**src/fwci_pkg.sv**
```systemverilog
// Shared types, constants and helpers for the forward-chaining inference unit.
// No dependencies.
package fwci_pkg;

    localparam int NUM_SYMBOLS = 26;
    localparam int SYM_W       = 5;
    localparam int SET_W       = NUM_SYMBOLS;
    localparam int CNT_W       = 5;
    localparam int RULE_OUT_W  = 6;
    localparam int CFG_IDX_W   = 2;
    localparam int CFG_DATA_W  = 7;
    localparam int FIRE_LIMIT  = 26;

    typedef enum logic [1:0] {
        REQ_FACT  = 2'd0,
        REQ_RULE  = 2'd1,
        REQ_CLEAR = 2'd2,
        REQ_RUN   = 2'd3
    } t_req;

    localparam logic [CFG_IDX_W-1:0] CFG_GOAL  = 2'd0;
    localparam logic [CFG_IDX_W-1:0] CFG_RULES = 2'd1;

    localparam logic KIND_FIRE  = 1'b0;
    localparam logic KIND_FINAL = 1'b1;

    // controller -> datapath
    typedef struct packed {
        logic load;        // apply a load item (fact, rule, clear)
        logic start;       // begin a run
        logic rd;          // read rule entry at scan index
        logic fire;        // apply firing, emit record, advance
        logic next;        // skip rule, advance
        logic restart;     // begin a new pass
        logic emit_final;  // emit final record
    } t_cmd;

    // datapath -> controller
    typedef struct packed {
        logic req_run;
        logic idx_done;
        logic fire_ok;
        logic out_free;
        logic pass_fired;
        logic goal_hit;
        logic limit_hit;
    } t_stat;

    function automatic logic [SET_W-1:0] sym_bit(input logic [SYM_W-1:0] sym);
        logic [SET_W-1:0] b;
        b = '0;
        if (32'(sym) < NUM_SYMBOLS) begin
            b[sym] = 1'b1;
        end
        return b;
    endfunction

endpackage

```
**src/fwci_ctrl.sv**
```systemverilog
// Sequencer for the inference unit: input handshake, pass/scan control.
// Depends on fwci_pkg.
module fwci_ctrl (
    input  logic            i_clk,
    input  logic            i_rst_n,
    input  logic            i_s_tvalid,
    output logic            o_s_tready,
    input  fwci_pkg::t_stat i_stat,
    output fwci_pkg::t_cmd  o_cmd
);

    typedef enum logic [2:0] {
        S_IDLE,
        S_READ,
        S_EVAL,
        S_PASS,
        S_FINAL
    } t_state;

    t_state r_state, n_state;
    logic   r_in_ready;
    logic   w_accept;

    assign w_accept   = i_s_tvalid && r_in_ready;
    assign o_s_tready = r_in_ready;

    always_comb begin
        n_state = r_state;
        o_cmd   = '0;
        unique case (r_state)
            S_IDLE: begin
                if (w_accept) begin
                    if (i_stat.req_run) begin
                        o_cmd.start = 1'b1;
                        n_state     = S_READ;
                    end else begin
                        o_cmd.load = 1'b1;
                    end
                end
            end
            S_READ: begin
                if (i_stat.idx_done) begin
                    n_state = S_PASS;
                end else begin
                    o_cmd.rd = 1'b1;
                    n_state  = S_EVAL;
                end
            end
            S_EVAL: begin
                if (i_stat.fire_ok) begin
                    // hold here until the output register can take the record
                    if (i_stat.out_free) begin
                        o_cmd.fire = 1'b1;
                        n_state    = i_stat.limit_hit ? S_FINAL : S_READ;
                    end
                end else begin
                    o_cmd.next = 1'b1;
                    n_state    = S_READ;
                end
            end
            S_PASS: begin
                if (!i_stat.pass_fired || i_stat.goal_hit) begin
                    n_state = S_FINAL;
                end else begin
                    o_cmd.restart = 1'b1;
                    n_state       = S_READ;
                end
            end
            S_FINAL: begin
                if (i_stat.out_free) begin
                    o_cmd.emit_final = 1'b1;
                    n_state          = S_IDLE;
                end
            end
            default: n_state = S_IDLE;
        endcase
    end

    always_ff @(posedge i_clk) begin
        if (!i_rst_n) begin
            r_state    <= S_IDLE;
            r_in_ready <= 1'b0;
        end else begin
            r_state    <= n_state;
            r_in_ready <= (n_state == S_IDLE);
        end
    end

`ifndef SYNTHESIS
    a_fire_needs_room: assert property (@(posedge i_clk) disable iff (!i_rst_n)
        o_cmd.fire |-> i_stat.out_free)
        else $error("firing issued while output register busy");

    a_final_to_idle: assert property (@(posedge i_clk) disable iff (!i_rst_n)
        o_cmd.emit_final |=> (r_state == S_IDLE) && r_in_ready)
        else $error("final record did not return the sequencer to idle");
`endif

endmodule

```
**src/fwci_dp.sv**
```systemverilog
// Datapath: config registers, fact set, rule memory with valid bits, scan
// counters and output register. Depends on fwci_pkg.
module fwci_dp #(
    parameter int MAX_RULES = 64
) (
    input  logic                                i_clk,
    input  logic                                i_rst_n,
    input  logic                                i_cfg_valid,
    input  logic [fwci_pkg::CFG_IDX_W-1:0]      i_cfg_index,
    input  logic [fwci_pkg::CFG_DATA_W-1:0]     i_cfg_data,
    input  logic [1:0]                          i_req,
    input  logic [fwci_pkg::SYM_W-1:0]          i_fact_symbol,
    input  logic [5:0]                          i_rule_slot,
    input  logic [fwci_pkg::SET_W-1:0]          i_premise_mask,
    input  logic [fwci_pkg::SYM_W-1:0]          i_conclusion_symbol,
    input  fwci_pkg::t_cmd                      i_cmd,
    output fwci_pkg::t_stat                     o_stat,
    input  logic                                i_m_tready,
    output logic                                o_m_tvalid,
    output logic                                o_kind,
    output logic [fwci_pkg::RULE_OUT_W-1:0]     o_fired_rule,
    output logic [fwci_pkg::SYM_W-1:0]          o_derived_symbol,
    output logic [fwci_pkg::SET_W-1:0]          o_known_set,
    output logic                                o_goal_found,
    output logic [fwci_pkg::CNT_W-1:0]          o_firing_count,
    output logic                                o_last
);

    localparam int IW = (MAX_RULES > 1) ? $clog2(MAX_RULES) : 1;
    localparam int CW = $clog2(MAX_RULES + 1);
    localparam int LW = (CW > 7) ? CW : 7;

    localparam int SET_W = fwci_pkg::SET_W;
    localparam int SYM_W = fwci_pkg::SYM_W;
    localparam int CNT_W = fwci_pkg::CNT_W;

    logic [SYM_W-1:0]  r_goal;
    logic [6:0]        r_rules_in_use;
    logic [SET_W-1:0]  r_facts;
    logic [CW-1:0]     r_idx;
    logic              r_pass_fired;
    logic [CNT_W-1:0]  r_fire_total;

    logic [SET_W-1:0]  mem_prem  [MAX_RULES];
    logic [SYM_W-1:0]  mem_concl [MAX_RULES];
    logic              r_valid   [MAX_RULES];
    logic [SET_W-1:0]  r_rd_prem;
    logic [SYM_W-1:0]  r_rd_concl;
    logic              r_rd_vld;

    logic                          r_out_valid;
    logic                          r_out_kind;
    logic [fwci_pkg::RULE_OUT_W-1:0] r_out_rule;
    logic [SYM_W-1:0]              r_out_sym;
    logic [SET_W-1:0]              r_out_set;
    logic                          r_out_goal;
    logic [CNT_W-1:0]              r_out_cnt;
    logic                          r_out_last;

    logic [LW-1:0]     w_limit;
    logic [SET_W-1:0]  w_prem;
    logic [SYM_W-1:0]  w_concl;
    logic [SET_W-1:0]  w_cbit;
    logic [SET_W-1:0]  w_goal_bit;
    logic [SET_W-1:0]  w_facts_fired;
    logic [CNT_W-1:0]  w_cnt_inc;
    logic [IW-1:0]     w_rd_addr;
    logic [IW-1:0]     w_wr_addr;
    logic              w_wr_rule;
    logic              w_goal_hit;
    logic              w_out_free;

    // scan stops at the smaller of the rule count register and the table depth
    assign w_limit = (LW'(r_rules_in_use) > LW'(MAX_RULES)) ? LW'(MAX_RULES)
                                                           : LW'(r_rules_in_use);

    assign w_prem        = r_rd_vld ? r_rd_prem  : '0;
    assign w_concl       = r_rd_vld ? r_rd_concl : '0;
    assign w_cbit        = fwci_pkg::sym_bit(w_concl);
    assign w_goal_bit    = fwci_pkg::sym_bit(r_goal);
    assign w_goal_hit    = (r_facts & w_goal_bit) != '0;
    assign w_facts_fired = r_facts | w_cbit;
    assign w_cnt_inc     = r_fire_total + CNT_W'(1);
    assign w_out_free    = !r_out_valid || i_m_tready;
    assign w_rd_addr     = r_idx[IW-1:0];
    assign w_wr_addr     = IW'(i_rule_slot);
    assign w_wr_rule     = i_cmd.load && (i_req == fwci_pkg::REQ_RULE)
                           && (32'(i_rule_slot) < MAX_RULES);

    always_comb begin
        o_stat            = '0;
        o_stat.req_run    = (i_req == fwci_pkg::REQ_RUN);
        o_stat.idx_done   = LW'(r_idx) >= w_limit;
        o_stat.fire_ok    = (w_prem != '0) && (w_cbit != '0)
                            && ((w_prem & ~r_facts) == '0)
                            && ((r_facts & w_cbit) == '0);
        o_stat.out_free   = w_out_free;
        o_stat.pass_fired = r_pass_fired;
        o_stat.goal_hit   = w_goal_hit;
        o_stat.limit_hit  = 32'(w_cnt_inc) >= fwci_pkg::FIRE_LIMIT;
    end

    // config registers, always ready
    always_ff @(posedge i_clk) begin
        if (!i_rst_n) begin
            r_goal         <= '0;
            r_rules_in_use <= '0;
        end else if (i_cfg_valid) begin
            unique case (i_cfg_index)
                fwci_pkg::CFG_GOAL:  r_goal         <= i_cfg_data[SYM_W-1:0];
                fwci_pkg::CFG_RULES: r_rules_in_use <= i_cfg_data;
                default: ;
            endcase
        end
    end

    // rule memory: one write port for loads, one registered read for the scan
    always_ff @(posedge i_clk) begin
        if (w_wr_rule) begin
            mem_prem[w_wr_addr]  <= i_premise_mask;
            mem_concl[w_wr_addr] <= i_conclusion_symbol;
        end
        if (i_cmd.rd) begin
            r_rd_prem  <= mem_prem[w_rd_addr];
            r_rd_concl <= mem_concl[w_rd_addr];
        end
    end

    always_ff @(posedge i_clk) begin
        if (!i_rst_n) begin
            for (int i = 0; i < MAX_RULES; i++) begin
                r_valid[i] <= 1'b0;
            end
            r_rd_vld <= 1'b0;
        end else begin
            if (w_wr_rule) begin
                r_valid[w_wr_addr] <= 1'b1;
            end
            if (i_cmd.rd) begin
                r_rd_vld <= r_valid[w_rd_addr];
            end
        end
    end

    // fact set and scan state
    always_ff @(posedge i_clk) begin
        if (!i_rst_n) begin
            r_facts      <= '0;
            r_idx        <= '0;
            r_pass_fired <= 1'b0;
            r_fire_total <= '0;
        end else begin
            if (i_cmd.load) begin
                case (i_req)
                    fwci_pkg::REQ_FACT:  r_facts <= r_facts | fwci_pkg::sym_bit(i_fact_symbol);
                    fwci_pkg::REQ_CLEAR: r_facts <= '0;
                    default: ;
                endcase
            end
            if (i_cmd.start) begin
                r_idx        <= '0;
                r_pass_fired <= 1'b0;
                r_fire_total <= '0;
            end
            if (i_cmd.restart) begin
                r_idx        <= '0;
                r_pass_fired <= 1'b0;
            end
            if (i_cmd.next) begin
                r_idx <= r_idx + CW'(1);
            end
            if (i_cmd.fire) begin
                r_facts      <= w_facts_fired;
                r_fire_total <= w_cnt_inc;
                r_pass_fired <= 1'b1;
                r_idx        <= r_idx + CW'(1);
            end
            if (i_cmd.emit_final) begin
                r_idx <= '0;
            end
        end
    end

    // output register
    always_ff @(posedge i_clk) begin
        if (!i_rst_n) begin
            r_out_valid <= 1'b0;
        end else if (i_cmd.fire || i_cmd.emit_final) begin
            r_out_valid <= 1'b1;
        end else if (i_m_tready) begin
            r_out_valid <= 1'b0;
        end
    end

    always_ff @(posedge i_clk) begin
        if (i_cmd.fire) begin
            r_out_kind <= fwci_pkg::KIND_FIRE;
            r_out_rule <= fwci_pkg::RULE_OUT_W'(r_idx);
            r_out_sym  <= w_concl;
            r_out_set  <= w_facts_fired;
            r_out_goal <= 1'b0;
            r_out_cnt  <= w_cnt_inc;
            r_out_last <= 1'b0;
        end else if (i_cmd.emit_final) begin
            r_out_kind <= fwci_pkg::KIND_FINAL;
            r_out_rule <= '0;
            r_out_sym  <= '0;
            r_out_set  <= r_facts;
            r_out_goal <= w_goal_hit;
            r_out_cnt  <= r_fire_total;
            r_out_last <= 1'b1;
        end
    end

    assign o_m_tvalid       = r_out_valid;
    assign o_kind           = r_out_kind;
    assign o_fired_rule     = r_out_rule;
    assign o_derived_symbol = r_out_sym;
    assign o_known_set      = r_out_set;
    assign o_goal_found     = r_out_goal;
    assign o_firing_count   = r_out_cnt;
    assign o_last           = r_out_last;

`ifndef SYNTHESIS
    a_fire_sets_bit: assert property (@(posedge i_clk) disable iff (!i_rst_n)
        i_cmd.fire |=> (r_facts & $past(w_cbit)) != '0 && r_out_valid)
        else $error("fired conclusion missing from fact set");

    a_record_count: assert property (@(posedge i_clk) disable iff (!i_rst_n)
        (r_out_valid && r_out_kind == fwci_pkg::KIND_FIRE) |-> r_out_cnt != '0)
        else $error("firing record with zero firing count");
`endif

endmodule

```
**src/forward_chaining_inference_unit.sv**
```systemverilog
// Top level of the forward-chaining inference unit: ports, field packing,
// sequencer and datapath. Depends on fwci_pkg, fwci_ctrl, fwci_dp.

// Load items (assert fact, write rule, clear facts) produce no output, and the
// input stays ready after each one. A run item scans the rule table in passes:
// each rule in use is read from the rule memory through a register and then
// evaluated, and each pass ends with an end-of-table check and a pass
// decision. A pass covers the smaller of rules_in_use and MAX_RULES entries,
// the number of passes is at most firings + 1, and an evaluate that fires or
// the final record waits while the output side stalls. Output items are one
// firing record per fired rule followed by a final record with tlast set.
// The input is not ready while a run is in progress. Config writes are always
// accepted.
module forward_chaining_inference_unit #(
    parameter int MAX_RULES = 64
) (
    input  logic        i_clk,
    input  logic        i_rst_n,
    // config write channel
    input  logic        i_cfg_valid,
    output logic        o_cfg_ready,
    input  logic [1:0]  i_cfg_index,
    input  logic [6:0]  i_cfg_data,
    // input stream
    input  logic        i_s_tvalid,
    output logic        o_s_tready,
    input  logic [47:0] i_s_tdata,   // fact_symbol[4:0], rule_slot[10:5],
                                     // premise_mask[36:11], conclusion_symbol[41:37]
    input  logic [1:0]  i_s_tuser,   // req_type[1:0]
    // output stream
    output logic        o_m_tvalid,
    input  logic        i_m_tready,
    output logic [47:0] o_m_tdata,   // fired_rule[5:0], derived_symbol[10:6],
                                     // known_set[36:11], goal_found[37],
                                     // firing_count[42:38]
    output logic [0:0]  o_m_tuser,   // kind[0]
    output logic        o_m_tlast    // last
);

    fwci_pkg::t_cmd  w_cmd;
    fwci_pkg::t_stat w_stat;

    logic                        w_kind;
    logic [5:0]                  w_fired_rule;
    logic [fwci_pkg::SYM_W-1:0]  w_derived;
    logic [fwci_pkg::SET_W-1:0]  w_known;
    logic                        w_goal_found;
    logic [fwci_pkg::CNT_W-1:0]  w_count;
    logic                        w_last;

    assign o_cfg_ready = 1'b1;

    fwci_ctrl u_ctrl (
        .i_clk      (i_clk),
        .i_rst_n    (i_rst_n),
        .i_s_tvalid (i_s_tvalid),
        .o_s_tready (o_s_tready),
        .i_stat     (w_stat),
        .o_cmd      (w_cmd)
    );

    fwci_dp #(
        .MAX_RULES (MAX_RULES)
    ) u_dp (
        .i_clk               (i_clk),
        .i_rst_n             (i_rst_n),
        .i_cfg_valid         (i_cfg_valid),
        .i_cfg_index         (i_cfg_index),
        .i_cfg_data          (i_cfg_data),
        .i_req               (i_s_tuser),
        .i_fact_symbol       (i_s_tdata[4:0]),
        .i_rule_slot         (i_s_tdata[10:5]),
        .i_premise_mask      (i_s_tdata[36:11]),
        .i_conclusion_symbol (i_s_tdata[41:37]),
        .i_cmd               (w_cmd),
        .o_stat              (w_stat),
        .i_m_tready          (i_m_tready),
        .o_m_tvalid          (o_m_tvalid),
        .o_kind              (w_kind),
        .o_fired_rule        (w_fired_rule),
        .o_derived_symbol    (w_derived),
        .o_known_set         (w_known),
        .o_goal_found        (w_goal_found),
        .o_firing_count      (w_count),
        .o_last              (w_last)
    );

    assign o_m_tdata = {5'b0, w_count, w_goal_found, w_known, w_derived, w_fired_rule};
    assign o_m_tuser = w_kind;
    assign o_m_tlast = w_last;

endmodule

```
**config.mk**
```make
export PLATFORM = sky130hd
export DESIGN_NAME = forward_chaining_inference_unit
export DESIGN_NICKNAME = d
export VERILOG_FILES = /design/src/fwci_pkg.sv /design/src/fwci_ctrl.sv /design/src/fwci_dp.sv /design/src/forward_chaining_inference_unit.sv
export SDC_FILE = /design/constraint.sdc
export NUM_CORES = 2
export LEC_CHECK = 0
export ABC_AREA = 1
export ABC_CLOCK_PERIOD_IN_PS = 4300
export BUFFER_PORTS_ARGS = -buffer_cell sky130_fd_sc_hd__buf_2
export CORE_MARGIN = 3
export CORE_UTILIZATION = 45
export DETAILED_ROUTE_END_ITERATION = 8
export SETUP_SLACK_MARGIN = 0.15
export SYNTH_ARGS = -nofsm -noshare
export SYNTH_HDL_FRONTEND = slang
export SYNTH_SLANG_ARGS = --single-unit
```
**constraint.sdc**
```tcl
create_clock -name i_clk -period 4.3 [get_ports i_clk]
set_clock_uncertainty 0.1 [all_clocks]
set_input_delay 0.86 -clock i_clk [delete_from_list [all_inputs] [get_ports i_clk]]
set_output_delay 0.86 -clock i_clk [all_outputs]
set_load 0.02 [all_outputs]
```
# == Yosys cells after proc, flatten, opt, wreduce, memory -nomap -nowiden ==
# Memories as Yosys holds them, arrays and structs flattened. A register that Yosys moved wholly into a read port is not among the register bits.
# Cells that the tools add are included.
# op_classes
reduce_logical,35
eq_ne,8
n_addsub,2
bitwise,7
mux,67
order_cmp,12
# op_table
operator,n
26-bit 2-to-1 mux,11
26-bit bitwise AND,3
26-bit nonzero test,3
26-bit logical NOT,2
26-bit bitwise OR,2
26-bit one-hot mux with 2 select lines,1
5-bit 2-to-1 mux,7
7-bit 2-to-1 mux,5
1-bit 2-to-1 mux,26
26-bit inverter,1
3-bit 2-to-1 mux,7
5-bit by 6-bit < comparator with 1-bit output (second input constant),3
6-bit 2-to-1 mux,3
1-bit demux with 5-bit select,3
5-bit by 1-bit greater-or-equal comparator with 1-bit output (second input constant),3
5-bit < comparator (second input constant),3
3-bit one-hot mux with 5 select lines,1
1-bit logical AND,8
2-bit nonzero test,4
7-bit by 1-bit adder with 7-bit output (second input constant),1
7-bit greater-or-equal comparator,1
7-bit > comparator (second input constant),1
3-bit by 2-bit equality test with 1-bit output (second input constant),2
3-bit logical NOT,2
16 further kinds,28
# word_totals
out_inout_bits,53
input_bits,64
elab_cells,149
mem_count,3
ramBits,2048
ff_bits,100
# memory_table
name,depth,width,read_ports,rd_ports_with_merged_regs,write_ports,line_no,source
u_dp.mem_prem,64,26,1,1,1,fwci_dp.sv:44,logic [SET_W-1:0] mem_prem [MAX_RULES];
u_dp.mem_concl,64,5,1,1,1,fwci_dp.sv:45,logic [SYM_W-1:0] mem_concl [MAX_RULES];
u_dp.r_valid,64,1,1,1,64,fwci_dp.sv:46,logic r_valid [MAX_RULES];

# == Depth between registers and ports, before layout ==
# logic_depth
ltp_word,14
mapped_depth,18
ltp_nobuf,16

# == Hierarchy ==
# From an unflattened synthesis, not the netlist that was laid out.
# unflattened
hier_cells,7174
area_unflattened_um2,87121.1
# by_module_without_submodules
module,instances,cells_per_inst,seq_area_each_um2,area_per_inst_um2
fwci_dp,1,7111,64151.5,86746.9
fwci_ctrl,1,54,80.1,314.1
forward_chaining_inference_unit,1,9,0.0,60.1

# == Least setup slack after synthesis ==
# Ideal clock, no wire load.
# synth_timing
kind,register to register
from,reg u_dp.r_idx[0]
to,reg u_dp.r_rd_concl[0] (read register of u_dp.mem_concl) (enable)
stages_incl_launch_ff,13
period_less_slack_ns,3.771
slack_ns,0.529
n_path_buf,5
t_required_ns,3.778
setup_ns,0.422
t_arrival_ns,3.249
path_cell_list,dfxtp_1 -> buf_2 -> inv_1 -> buf_2 -> buf_2 -> buf_2 -> buf_1 -> ha_1 -> nand2_1 -> nor2_1 -> nand4_1 -> o2111ai_1 -> nor2_1
# synth_lines
element,line_no,source
from (decl),fwci_dp.sv:40,logic [CW-1:0] r_idx;
from (signal assigned),fwci_dp.sv:170,r_idx <= r_idx + CW'(1);
from (signal assigned),fwci_dp.sv:176,r_idx <= r_idx + CW'(1);
to (decl),fwci_dp.sv:48,logic [SYM_W-1:0] r_rd_concl;

# == Worst setup path after layout ==
# layout_timing
from,reg u_dp.r_idx[0]
to,"reg u_dp.r_rd_prem[8] (read register of u_dp.mem_prem), data pin"
# layout_via
elab_chain_len,3
# layout_lines
element,line_no,source
7-bit greater-or-equal comparator,fwci_dp.sv:93,o_stat.idx_done = LW'(r_idx) >= w_limit;
1-bit 2-to-1 mux,fwci_ctrl.sv:42,if (i_stat.idx_done) begin
1-bit 2-to-1 mux,fwci_ctrl.sv:30,unique case (r_state)
to (decl),fwci_dp.sv:47,logic [SET_W-1:0] r_rd_prem;
# Several ways; a longest one is shown, not always the timed one.
# A chain may end at the register's enable or synchronous reset.

==> results.md <==
* Ys flop type: edfxtp_1
* Worst-path clk slew at 60 ps
* Critical Path Source Type: flip-flop
* Num CTS Buffers at 214
* Final core utilization at 51.9%
* Wire length per cell at 25.3 um
* Clk sinks at 2,180
* Largest net degree at the start of global routing at around 130
* Worst R2R Setup Slack at 890 ps
* FILL cells at around 16,000
* VDD IR max at 0.310 mV
* Worst Max-Slew Pin Slew at 1210 ps
* Setup TNS Final at 0 ps
* WHS Path Cells at 3
* Root Driver: clkbuf_16
* Cell with the most instances after synthesis: edfxtp_1
* Post-synthesis compound-gate area fraction at 13.7%
* Final period util at 79.4%
* Vias in the first global route at around 55,000
* First-pass GRT wire length at 366,000 um
* Top cells by count, synth: edfxtp_1, nor2_1, o21ai_0
* Post-Synth Adder-Cell Area at less than 1%
* Via Count at ~58,000
* Post-CTS Hold Buffers at 0
* # Post-CTS Setup Buffers at 0
* Cell Pwr Density at 437 nW/um2
* Hold WC Path Type: input pin to flip-flop
* Multi-input gate area at 20,600 um2
* Die area at approximately 200,000 um2
* Crit-path max FO at 74
* Mux share of post-synthesis cell area at 0%
* Post-synth top area share at 71.2%
* Fmax at 0.293 GHz
* Slew HR at 19.4%
* Fraction of layout cells with a size suffix above 1 at between 10% and 20%
* Routability Congestion at 0.909
* Ys Warns at 0
* Post-synth ARST share at 0%
* Area leader, netlist: edfxtp_1
* Initial drt markers at 5,738
* Main combinational cell family by area after synthesis: compound AO/OA/AOI/OAI gates
* Synthesized flop and latch total at around 2,200
* Minimum clock period at approximately 3400 ps
* Critical Path End Type: flip-flop
* ANT nets after route at 0
* Cells after Synth at 7,044
* Worst R2R Path Depth at 9
* CTS max path bufs at 3
* Crit path DAT at roughly 3900 ps
* Dpl hpwl at 142,000 um
* Critical path class: flip-flop to flip-flop
* WHS Endpoint: u_dp.r_rules_in_use[5]
* Post-synthesis simple-gate area fraction at approximately 9%
* Power Total at 43,400 uW
* RSZ-0062 raised after global routing: false
* Remaining DRCs at 0
* Reg2Reg Launch Point: u_dp.r_idx[0]
* Critical Path RT at approximately 4800 ps
* Clock Latency Late Sink at 850 ps
* Final Setup Violations at 0
* Synth unique cells at 39
* Die outline height at 445 um
* Die span in x at 445 um
* Final Max Slew Viols at 0
* Starting Density at 45.4%
* XOR/XNOR Fraction of Synth Area at 0.0808%
* Status: finished, final reports clean
* Total of max-cap violations at 0
* Hold Startpoint: i_cfg_data[5]
* Final Hold Fails at 0
* Wirelength, routed at 249,000 um
* Num ports at 117
* Post-CTS resize count at 0
* Row count at 160
* Initial antenna violation count at 20
* Port Buffers at about 100
* Syn avg cell area at 12.3 um2
* H-tree depth at 4
* Area growth syn-to-layout at 14.3%
* Synthesized area at between 80,000 and 90,000 um2
* Static leakage at 0.0330 uW
* DR pass1 iterations at 6
* GR Overflow Total at 0
* R2R Path End: u_dp.r_rd_prem[8]
* Vias per std cell at between 5 and 6
* Sequential area share after synthesis at 74.0%
* Largest cells by area after synthesis: edfxtp_1, o21ai_0, nor2_1
* Area of the core at 191,000 um2
* Tot GR Track Use at 24.7%
* Register Area at 64,300 um2
* EDFF count, synth at just over 2,000
* Layout net count at 7,239
* CTS tree: done
[state kept, by name, indices dropped and copies added (netlist names), 3 cells and up]
name,flops
u_ctrl.r_state,3
u_dp.mem_concl,320
u_dp.mem_prem,1664
u_dp.o_derived_symbol,5
u_dp.o_fired_rule,6
u_dp.o_firing_count,5
u_dp.o_known_set,26
u_dp.r_facts,26
u_dp.r_fire_total,5
u_dp.r_goal,5
u_dp.r_idx,7
u_dp.r_rd_concl,5
u_dp.r_rd_prem,26
u_dp.r_rules_in_use,7
u_dp.r_valid,64
[placed cells by master, fill, tap and decap left out, types with 6 or more instances in the layout]
cell / synthesis / final
nand2_1: 404 / 403
o21ai_1: 6 / 6
o211ai_1: 6 / 6
clkinv_1: 2 / 56
dfxtp_1: 123 / 116
nor2_1: 1483 / 1418
o31ai_1: 8 / 8
o21ai_0: 1350 / 1350
clkbuf_1: 418 / 46
o221ai_1: 14 / 14
a21oi_1: 91 / 91
clkinv_2: 0 / 33
bufinv_16: 0 / 24
buf_2: 30 / 104
clkbuf_16: 0 / 220
buf_4: 8 / 202
nand3_1: 135 / 135
edfxtp_1: 2057 / 2057
inv_1: 115 / 112
o22ai_1: 628 / 628
ha_1: 11 / 11
clkinvlp_4: 0 / 7
buf_12: 0 / 80
diode_2: 0 / 7
nand4_1: 10 / 10
nor2_4: 1 / 66
nand2_2: 5 / 6
o21a_1: 62 / 62
nor3_1: 19 / 19
conb_1: 2 / 6
[worst max-delay path by stage]
stage | start | endpoint | slack [ps]
after CTS | u_dp.r_idx[1] | u_dp.r_rd_prem[3] | 940
after global routing | u_dp.r_idx[0] | u_dp.r_rd_concl[3] | 650
after floorplan | u_dp.r_idx[0] | u_dp.r_rd_concl[0] | 530
after global placement | i_s_tuser[0] | u_dp.mem_concl[36][1] | 870
final | u_dp.r_idx[0] | u_dp.r_rd_prem[8] | 890
after detailed placement | i_s_tuser[0] | u_dp.mem_prem[36][23] | 930
[cell families (layout without fill, tap and decap cells)]
kind of cell	after synthesis	count (layout)
AO/OA/AOI/OAI	2168	2168
flip-flops	2180	2180
adder cells (fa/ha/maj)	11	11
XOR/XNOR	8	8
buffers and inverters	607	906
other	2	13
AND/OR/NAND/NOR	2068	2068
[metal layers]
layer / share of wire, % / wire, um / up-vias / global-route usage, %
met5: 0.025 / 62 / - / 0
met4: 3.4 / 8360 / 10 / 8.52
met3: 7.4 / 18500 / 396 / 3.61
met2: 47 / 118000 / 2461 / 39.5
met1: 42 / 105000 / 29000 / 34.6
li1: - / - / 26200 / -
[stage by stage]
step	worst slack, ps	cells	area, um2	hold slack (ps)
global route	649	9863	99200	119
floorplan	529	7048	86800	335
detailed placement	925	9459	92200	348
CTS	944	9858	99200	97.7
finish	886	9865	99200	164
global placement	870	9459	92200	341
[cell type report]
type | instances | area share, %
Clock inverter | 128 | 1.28
Multi-Input combinational cell | 4261 | 20.8
Timing Repair Buffer | 386 | 3.67
Inverter | 121 | 0.486
Clock buffer | 271 | 5.79
Antenna cell | 7 | 0.0177
Tap cell | 2511 | 3.17
Sequential cell | 2180 | 64.8
[critical path: stages, from the launching register on]
cell     delay [ps]
dfxtp_4         650
inv_8           330
buf_12          320
o21ai_0         200
o22ai_1         100
o21ai_0         150
o22ai_1          90
o21ai_0         640
o21ai_0         180
buf_4           210
[report_power, final]
| part | internal, uW | total [uW] | switching [uW] |
|---|---|---|---|
| clock | 10900 | 18800 | 7920 |
| combinational | 309 | 1340 | 1030 |
| sequential | 23200 | 23300 | 25.3 |
Note: power is estimated with default switching activity, not from simulation.
